File: src/life_automaton_row_step_macros.svh
// assertion macros for the row step block
`ifndef LIFE_AUTOMATON_ROW_STEP_MACROS_SVH
`define LIFE_AUTOMATON_ROW_STEP_MACROS_SVH

`ifndef SYNTHESIS
// same-cycle implication, checked out of reset
`define LARS_ASSERT_IMP(lbl, ck, rn, ante, cons) \
    lbl: assert property (@(posedge ck) disable iff (!rn) (ante) |-> (cons)) \
        else $error("row step same-cycle check failed");
// next-cycle implication, checked out of reset
`define LARS_ASSERT_NEXT(lbl, ck, rn, ante, cons) \
    lbl: assert property (@(posedge ck) disable iff (!rn) (ante) |=> (cons)) \
        else $error("row step next-cycle check failed");
`else
`define LARS_ASSERT_IMP(lbl, ck, rn, ante, cons)
`define LARS_ASSERT_NEXT(lbl, ck, rn, ante, cons)
`endif

`endif

File: src/lars_pkg.sv
package lars_pkg;

    // fixed field widths
    localparam int ROW_W     = 64;
    localparam int IDX_W     = 10;
    localparam int NROWS_W   = 11;
    localparam int NCOLS_W   = 7;
    localparam int CFG_IDX_W = 1;

    // register indexes
    localparam logic [CFG_IDX_W-1:0] REG_NUM_ROWS = 1'b0;
    localparam logic [CFG_IDX_W-1:0] REG_NUM_COLS = 1'b1;

    // register reset values
    localparam logic [NROWS_W-1:0] NUM_ROWS_RST = 11'd64;
    localparam logic [NCOLS_W-1:0] NUM_COLS_RST = 7'd64;

    // b3/s23 rule
    localparam logic [3:0] BIRTH_COUNT  = 4'd3;
    localparam logic [3:0] SURVIVE_LOW  = 4'd2;

    // result queue
    localparam int QUEUE_DEPTH = 4;
    localparam int QPTR_W      = $clog2(QUEUE_DEPTH);
    localparam int QCNT_W      = $clog2(QUEUE_DEPTH + 1);

    typedef struct packed {
        logic [ROW_W-1:0] cells;
        logic [IDX_W-1:0] idx;
        logic             done;
    } res_t;

    typedef struct packed {
        logic has_data;
        logic full;
    } q_stat_t;

endpackage

File: src/lars_cell.sv
module lars_cell
    import lars_pkg::*;
(
    input  logic [7:0] nbr,
    input  logic       alive,
    output logic       next
);

    logic [3:0] count;

    // neighbor population count
    always_comb
    begin
        count = '0;
        for (int i = 0; i < 8; i++)
        begin
            count = count + 4'(nbr[i]);
        end
    end

    // birth on three, survival on two or three
    assign next = alive ? ((count == SURVIVE_LOW) || (count == BIRTH_COUNT))
                        : (count == BIRTH_COUNT);

endmodule

File: src/lars_row.sv
module lars_row
    import lars_pkg::*;
#(
    parameter int MAX_COLS = 64
)
(
    input  logic [MAX_COLS-1:0] up,
    input  logic [MAX_COLS-1:0] mid,
    input  logic [MAX_COLS-1:0] dn,
    input  logic [NCOLS_W-1:0]  cols,
    output logic [MAX_COLS-1:0] row
);

    logic [MAX_COLS-1:0] live_mask;
    logic [MAX_COLS+1:0] up_pad;
    logic [MAX_COLS+1:0] mid_pad;
    logic [MAX_COLS+1:0] dn_pad;
    logic [MAX_COLS-1:0] lane_out;

    // columns at or beyond the count are dead
    always_comb
    begin
        for (int c = 0; c < MAX_COLS; c++)
        begin
            live_mask[c] = (NCOLS_W'(c) < cols);
        end
    end

    // dead border on both sides
    assign up_pad  = {1'b0, up  & live_mask, 1'b0};
    assign mid_pad = {1'b0, mid & live_mask, 1'b0};
    assign dn_pad  = {1'b0, dn  & live_mask, 1'b0};

    // one lane per column
    for (genvar c = 0; c < MAX_COLS; c++)
    begin : g_lane
        lars_cell u_cell (
            .nbr   ({up_pad[c+2:c], mid_pad[c+2], mid_pad[c], dn_pad[c+2:c]}),
            .alive (mid_pad[c+1]),
            .next  (lane_out[c])
        );
    end

    // merge lanes, clear dead columns
    assign row = lane_out & live_mask;

endmodule

File: src/lars_queue.sv
module lars_queue
    import lars_pkg::*;
(
    input  logic    clk,
    input  logic    rst_n,
    input  logic    wr_en0,
    input  res_t    wr_data0,
    input  logic    wr_en1,
    input  res_t    wr_data1,
    input  logic    pop,
    output res_t    rd_data,
    output q_stat_t stat
);

    res_t              mem_reg [QUEUE_DEPTH];
    logic [QPTR_W-1:0] wr_ptr_reg;
    logic [QPTR_W-1:0] wr_ptr_next;
    logic [QPTR_W-1:0] rd_ptr_reg;
    logic [QPTR_W-1:0] rd_ptr_next;
    logic [QCNT_W-1:0] cnt_reg;
    logic [QCNT_W-1:0] cnt_next;
    logic [QCNT_W-1:0] n_push;
    logic [QPTR_W-1:0] wr_ptr_plus1;

    assign wr_ptr_plus1 = wr_ptr_reg + QPTR_W'(1);
    assign n_push       = QCNT_W'(wr_en0) + QCNT_W'(wr_en1);

    // pointer and fill count update
    always_comb
    begin
        wr_ptr_next = wr_ptr_reg + QPTR_W'(n_push);
        rd_ptr_next = pop ? rd_ptr_reg + QPTR_W'(1) : rd_ptr_reg;
        cnt_next    = cnt_reg + n_push - QCNT_W'(pop);
    end

    always_ff @(posedge clk or negedge rst_n)
    begin
        if (!rst_n)
        begin
            wr_ptr_reg <= '0;
            rd_ptr_reg <= '0;
            cnt_reg    <= '0;
        end
        else
        begin
            wr_ptr_reg <= wr_ptr_next;
            rd_ptr_reg <= rd_ptr_next;
            cnt_reg    <= cnt_next;
        end
    end

    // result storage, up to two writes per cycle
    always_ff @(posedge clk)
    begin
        if (wr_en0)
        begin
            mem_reg[wr_ptr_reg] <= wr_data0;
        end
        if (wr_en1)
        begin
            mem_reg[wr_ptr_plus1] <= wr_data1;
        end
    end

    assign rd_data       = mem_reg[rd_ptr_reg];
    assign stat.has_data = (cnt_reg != '0);
    // keep room for two results of one input beat
    assign stat.full     = (cnt_reg > QCNT_W'(QUEUE_DEPTH - 2));

endmodule

File: src/life_automaton_row_step.sv
// One generation of the b3/s23 automaton, streamed one row at a time.
// Input channel (in_valid/in_stall) carries one row of cells per beat, top row
// first; bit c is column c. Output channel (out_valid/out_stall) carries one
// next-generation row per beat with its row number and a flag on the last row.
// Row r of the input yields next row r-1; the final row also yields the last
// next row, so on multi-row grids that beat produces two output beats. Rows outside
// the grid and columns at or beyond num_cols are dead; those columns come out zero.
// Configuration: cfg_valid/cfg_ready write num_rows (index 0) or num_cols
// (index 1); cfg_ready is always high. Write only while no beat is in flight;
// a write in mid-generation applies from the next row on.
// Each result is registered in the result queue as its input beat is accepted.
// Throughput: one input beat per cycle while in_stall is low; all columns
// are updated in parallel by one lane per column, two lane rows working
// side by side. The output rate of one beat per cycle sets the pace: the
// final row of a generation yields one extra output beat.
// A four-entry result queue parts the two sides; in_stall rises only when it
// lacks room for two results, so a stalled output backs up into the input.
// Reset empties the queue, clears the stored rows and row count, and sets
// num_rows and num_cols to 64.
`include "life_automaton_row_step_macros.svh"

module life_automaton_row_step
    import lars_pkg::*;
#(
    parameter int MAX_COLS = 64,
    parameter int MAX_ROWS = 1024
)
(
    input  logic                 clk,
    input  logic                 rst_n,
    input  logic                 cfg_valid,
    output logic                 cfg_ready,
    input  logic [CFG_IDX_W-1:0] cfg_index,
    input  logic [NROWS_W-1:0]   cfg_data,
    input  logic                 in_valid,
    output logic                 in_stall,
    input  logic [ROW_W-1:0]     row_cells,
    output logic                 out_valid,
    input  logic                 out_stall,
    output logic [ROW_W-1:0]     next_row_cells,
    output logic [IDX_W-1:0]     out_row_index,
    output logic                 generation_done
);

    localparam int CNT_W = $clog2(MAX_ROWS + 1);
    localparam int CW    = ((CNT_W > NROWS_W) ? CNT_W : NROWS_W) + 1;

    logic [NROWS_W-1:0]  num_rows_reg;
    logic [NCOLS_W-1:0]  num_cols_reg;
    logic [MAX_COLS-1:0] row_above_reg;
    logic [MAX_COLS-1:0] row_above_next;
    logic [MAX_COLS-1:0] row_mid_reg;
    logic [MAX_COLS-1:0] row_mid_next;
    logic [CNT_W-1:0]    rows_seen_reg;
    logic [CNT_W-1:0]    rows_seen_next;

    logic [CW-1:0]       eff_rows;
    logic [NCOLS_W-1:0]  eff_cols;
    logic [CW-1:0]       r_ext;
    logic [CW-1:0]       r_plus1;
    logic [CW-1:0]       r_minus1;
    logic                last_row;
    logic                in_acc;
    logic                push_body;
    logic                push_tail;
    logic [MAX_COLS-1:0] col_mask;
    logic [MAX_COLS-1:0] cur_row;
    logic [MAX_COLS-1:0] body_row;
    logic [MAX_COLS-1:0] tail_row;
    res_t                body_res;
    res_t                tail_res;
    res_t                head_res;
    q_stat_t             q_stat;

    // configuration registers
    assign cfg_ready = 1'b1;

    always_ff @(posedge clk or negedge rst_n)
    begin
        if (!rst_n)
        begin
            num_rows_reg <= NUM_ROWS_RST;
            num_cols_reg <= NUM_COLS_RST;
        end
        else if (cfg_valid && cfg_ready)
        begin
            case (cfg_index)
                REG_NUM_ROWS: num_rows_reg <= cfg_data;
                REG_NUM_COLS: num_cols_reg <= cfg_data[NCOLS_W-1:0];
                default:      num_rows_reg <= num_rows_reg;
            endcase
        end
    end

    // effective counts: zero reads as one, saturate at the maximum
    always_comb
    begin
        if (num_rows_reg == '0)
            eff_rows = CW'(1);
        else if (CW'(num_rows_reg) > CW'(MAX_ROWS))
            eff_rows = CW'(MAX_ROWS);
        else
            eff_rows = CW'(num_rows_reg);

        if (num_cols_reg == '0)
            eff_cols = NCOLS_W'(1);
        else if (num_cols_reg > NCOLS_W'(MAX_COLS))
            eff_cols = NCOLS_W'(MAX_COLS);
        else
            eff_cols = num_cols_reg;
    end

    // dead columns of the incoming row are cleared before use and storage
    always_comb
    begin
        for (int c = 0; c < MAX_COLS; c++)
        begin
            col_mask[c] = (NCOLS_W'(c) < eff_cols);
        end
    end

    // row position within the generation
    assign in_acc   = in_valid && !in_stall;
    assign r_ext    = CW'(rows_seen_reg);
    assign r_plus1  = r_ext + CW'(1);
    assign r_minus1 = r_ext - CW'(1);
    assign last_row = (r_plus1 >= eff_rows);
    assign cur_row  = row_cells[MAX_COLS-1:0] & col_mask;

    // lane rows: the row above the input, and the input row itself as the closing row
    lars_row #(.MAX_COLS(MAX_COLS)) u_body (
        .up   (row_above_reg),
        .mid  (row_mid_reg),
        .dn   (cur_row),
        .cols (eff_cols),
        .row  (body_row)
    );

    lars_row #(.MAX_COLS(MAX_COLS)) u_tail (
        .up   (row_mid_reg),
        .mid  (cur_row),
        .dn   ({MAX_COLS{1'b0}}),
        .cols (eff_cols),
        .row  (tail_row)
    );

    // result beats for this input
    always_comb
    begin
        body_res.cells = ROW_W'(body_row);
        body_res.idx   = r_minus1[IDX_W-1:0];
        body_res.done  = 1'b0;
        tail_res.cells = ROW_W'(tail_row);
        tail_res.idx   = r_ext[IDX_W-1:0];
        tail_res.done  = 1'b1;
    end

    assign push_body = in_acc && (rows_seen_reg != '0);
    assign push_tail = in_acc && last_row;

    // row history and count
    always_comb
    begin
        row_above_next = row_above_reg;
        row_mid_next   = row_mid_reg;
        rows_seen_next = rows_seen_reg;
        if (in_acc)
        begin
            if (last_row)
            begin
                row_above_next = '0;
                row_mid_next   = '0;
                rows_seen_next = '0;
            end
            else
            begin
                row_above_next = row_mid_reg;
                row_mid_next   = cur_row;
                rows_seen_next = r_plus1[CNT_W-1:0];
            end
        end
    end

    always_ff @(posedge clk or negedge rst_n)
    begin
        if (!rst_n)
        begin
            row_above_reg <= '0;
            row_mid_reg   <= '0;
            rows_seen_reg <= '0;
        end
        else
        begin
            row_above_reg <= row_above_next;
            row_mid_reg   <= row_mid_next;
            rows_seen_reg <= rows_seen_next;
        end
    end

    // result queue
    lars_queue u_queue (
        .clk      (clk),
        .rst_n    (rst_n),
        .wr_en0   (push_body || push_tail),
        .wr_data0 (push_body ? body_res : tail_res),
        .wr_en1   (push_body && push_tail),
        .wr_data1 (tail_res),
        .pop      (out_valid && !out_stall),
        .rd_data  (head_res),
        .stat     (q_stat)
    );

    assign in_stall        = q_stat.full;
    assign out_valid       = q_stat.has_data;
    assign next_row_cells  = head_res.cells;
    assign out_row_index   = head_res.idx;
    assign generation_done = head_res.done;

    // checks
    `LARS_ASSERT_IMP(a_fresh_gen_clear, clk, rst_n, rows_seen_reg == '0, (row_above_reg == '0) && (row_mid_reg == '0))
    `LARS_ASSERT_NEXT(a_last_restarts, clk, rst_n, in_acc && last_row, rows_seen_reg == '0)
    `LARS_ASSERT_NEXT(a_row_advance, clk, rst_n, in_acc && !last_row, rows_seen_reg == $past(rows_seen_reg) + CNT_W'(1))
    `LARS_ASSERT_IMP(a_stall_needs_data, clk, rst_n, in_stall, out_valid)

endmodule

File: config.mk
export PLATFORM = sky130hd
export DESIGN_NAME = life_automaton_row_step
export DESIGN_NICKNAME = d
export VERILOG_FILES = /design/src/lars_pkg.sv /design/src/lars_cell.sv /design/src/lars_row.sv /design/src/lars_queue.sv /design/src/life_automaton_row_step.sv
export VERILOG_INCLUDE_DIRS = /design/src /design/src/src
export SDC_FILE = /design/constraint.sdc
export NUM_CORES = 2
export LEC_CHECK = 0
export BUFFER_PORTS_ARGS = -buffer_cell sky130_fd_sc_hd__buf_2
export CORE_ASPECT_RATIO = 1.5
export CORE_MARGIN = 5
export CORE_UTILIZATION = 53
export DETAILED_ROUTE_END_ITERATION = 7
export PLACE_DENSITY = 0.7
export SETUP_SLACK_MARGIN = 0.2
export SYNTH_ARGS = -nofsm -noshare
export SYNTH_HDL_FRONTEND = slang
export SYNTH_HIERARCHICAL = 1
export SYNTH_SLANG_ARGS = --single-unit
File: constraint.sdc
create_clock -name clk -period 19 [get_ports clk]
set_clock_uncertainty 0.2 [all_clocks]
set_input_delay 3.8 -clock clk [delete_from_list [all_inputs] [get_ports clk]]
set_output_delay 3.8 -clock clk [all_outputs]
set_load 0.01 [all_outputs]
==> impl_summary.txt <==
----------------------------------------------------
[STA]
  Setup TNS after final layout ... 0 ns
  Fmax ... 127 MHz
  Hold violation count in the final report ... 0
  Slew @ Worst Pin ... 1.40 ns
  RSZ-0062 raised after global routing ... false
  Max Transition Viols Final ... 0
  Relative slew margins ... 6.45%
  Final period util ... roughly two fifths
  Count of endpoints failing setup in the final report ... 0
  Least setup slack across all paths after layout ... 11.15 ns
  Post-layout min period ... 7.85 ns

[Floorplanning]
  Core region area ... 102,000 µm²
  Row cnt ... 144
  Die extent in x ... ~270 µm
  Die outline area ... approximately 110,000 µm²
  Effective utilization at floorplan ... 53.1%
  Y dimension of the die ... approximately 400 µm
  Boundary Pins ... ~160

[Pwr]
  Tot Pwr ... 8.95 mW
  Power density normalized to cell area ... 153 nW/µm²
  Standby leakage power ... ~29 nW
  Maximum ir drop on the vdd rail ... 0.151 mV

[Critical path]
  WP data required ... 19.19 ns
  Arrival time at the worst endpoint ... ~8.0 ns
  Destination of the worst register-to-register timing path ... u_queue/mem_reg[3][41]
  Highest fanout seen on the critical path ... 4
  Register-to-register path setup slack ... ~11 ns
  Termination of the worst setup path ... u_queue/mem_reg[2][35]
  Critical path class ... in2reg
  Worst flop-to-flop path startpoint ... num_cols_reg[6]
  Launch point of the critical path ... row_cells[23]
  Critical Path End Type ... flip-flop
  Number of cells on the worst reg-to-reg path ... 19
  Category of the worst setup path launch point ... primary input

[Global route]
  Maximum number of pins on one net before global-route repair ... a little under 90
  Vias in the first global route ... 42,342
  Global-route wire length before repair ... 229,000 µm
  Sum of overflow across all layers after global routing ... 0
  Antenna violations before repair ... 12
  Total routing resource utilization after global routing ... 26.5%

[Routing]
  Antenna-violating nets left ... 0
  Wire per inst ... 20.7 µm
  Initial detailed-routing violation count ... 2,357
  Vias post-DR ... 39,114
  Via-per-instance ratio ... 5.59
  Final WL ... 145,000 µm
  Count of unresolved DRC violations after routing ... 0
  First-pass iteration count of the detailed router ... 5

[Logic synthesis]
  Post-synthesis sequential area ratio ... 24.1%
  Post-synthesis sequential element count ... 464
  Post-synthesis instance area ... 54,400 µm²
  Mean Syn Cell Area ... 9.92 µm²
  Syn Inst Count ... 5,478
  Number of warnings issued by yosys ... 6
  EDFF count, synth ... 300
  Fraction of registers with async set/reset ... 35.3%
  Top flip-flop cell by instance count after synthesis ... edfxtp_1
  Number of unique standard cell types used by synthesis ... 78

[Run]
  Max Cap Violations ... 0

[Clock tree]
  Count of H-tree levels built during CTS ... 2
  # hold bufs at CTS ... 0
  Clock sinks ... around 460
  Number of buffers created by CTS ... 51
  Post-CTS Setup Repair Bufs ... 0
  Root buffer cell ... clkbuf_16
  Number of buffers on the longest clock path ... 3
  Clock insertion delay at the later pin of the skew report ... 0.64 ns
  Number of gates resized after CTS ... 0
  Clock tree from TritonCTS ... yes
  Post-CTS clock slew at the launch and capture registers of the worst setup and hold paths ... about 0.06 ns

[Final layout]
  Commonest non-fill, non-tap cell in the layout ... inv_1
  Area used by multi-input combinational logic ... around 35,000 µm²
  Leading cell types in the layout, fill and taps excluded ... inv_1, fa_1, ha_1
  Largest register FFs ... 300
  Synthesis-to-finish area growth ... 7.58%
  End-of-flow core utilization ... 57.1%
  Net count of the finished layout ... 6,629
  Share of layout cells above drive strength 1 ... 16.6%
  Sequential cell area ... 13,100 µm²
  Post-route cell area ... 58,500 µm²
  Fill cell instance count of the final layout ... 8,989

[Min path]
  Type of the worst min-delay path ... reg2reg

[Place]
  Area after detailed placement ... 56,700 µm²
  HPWL reported at the end of detailed placement ... 111,000 µm
  Post-placement setup slack ... 10.54 ns
  Placer Congestion ... 0.934
  Number of port buffers ... 157

[Status]
  Result of the run ... finished clean

----------------------------------------------------
==> synth_stat cells (all sizes together) (9+ instances only) <==
cell type  number  area share [%]
xor2            9            0.15
a21oi          68            0.67
o21ai         280             2.6
o211a         128             2.4
clkbuf         81            0.56
fa            513              19
mux4           75             3.1
o211ai         18            0.25
and2          318             3.7
dfrtp         162             7.5
o21a           32            0.44
mux2          382             8.4
a21o           14            0.19
nand4          23            0.26
edfxtp        300              17
nor2           61            0.43
nand2         281             2.0
nand2b         11            0.13
or3            13            0.15
nor2b         224             2.6
a211oi        128             2.9
nor3           15            0.19
nand3b        130             1.8
o2111ai        11            0.18
ha            400             9.2
or2           135             1.6
buf            96             1.1
nand3          19            0.17
a31oi          10            0.12
xnor2          13            0.21
a21boi         17            0.23
inv          1433             9.9
==> report_power, final <==
| group | total [mW] | leakage, nW | internal, mW | switching, mW |
|---|---|---|---|---|
| clock network | 1.10 | 0.871 | 0.636 | 0.465 |
| logic | 6.04 | 23.0 | 2.65 | 3.39 |
| registers | 1.81 | 4.91 | 1.59 | 0.217 |
==> metal layers <==
layer	vias up	global-route usage, %	share of wire (%)
li1	17964	-	-
met1	19661	31.3	38
met2	1107	47.5	50
met3	380	3.75	5.4
met4	2	13.0	6.0
met5	-	0	0.0048
==> critical path, cell delays in order <==
cell and delay, ns:
buf_2 0.12, a21boi_0 0.57, nor2b_1 0.37, inv_1 0.11, fa_1 0.56, fa_1 0.43
fa_1 0.50, inv_1 0.05, ha_1 0.20, fa_1 0.42, nand3b_1 0.13, a211oi_2 0.08
and2_1 0.16, mux2_4 0.27, mux2_2 0.26
==> layout make-up <==
cell class	count	area share, %
Antenna cell	7	0.0300
Clock buffer	64	2.33
Clock inverter	32	0.749
Inverter	1434	9.21
Multi-Input combinational cell	3480	60.5
Sequential cell	464	22.4
Tap cell	1314	2.81
Timing Repair Buffer	204	1.96
==> how the worst min path moves through the flow <==
stage	startpoint	end	slack, ns	cells after the start
2_1_floorplan	row_above_reg[0]	row_above_reg[0]	0.24	2
3_3_place_gp	row_above_reg[41]	row_above_reg[41]	0.25	2
3_5_place_dp	row_above_reg[5]	row_above_reg[5]	0.26	2
4_1_cts	row_above_reg[40]	row_above_reg[40]	0.28	2
5_1_grt	row_above_reg[46]	row_above_reg[46]	0.29	2
6_report	row_above_reg[40]	row_above_reg[40]	0.27	2
==> kinds of logic after synthesis <==
| logic type | synth area share (%) |
|---|---|
| buffers and inverters | 11.6 |
| and+or+nand+nor | 13.5 |
| adders and majority gates | 28.1 |
| AOI/OAI and AO/OA | 10.8 |
| DFF | 24.1 |
| muxes | 11.5 |
| xor gates and xnor gates | 0.355 |
| other | 0.0276 |
==> per-stage QoR <==
step                std cells  hold slack [ns]
floorplan                5555            0.242
finish                   6999            0.271
global placement         6896            0.252
global route             6994            0.289
CTS                      6992            0.276
detailed placement       6896            0.262
(Power assumes the default switching activity.)
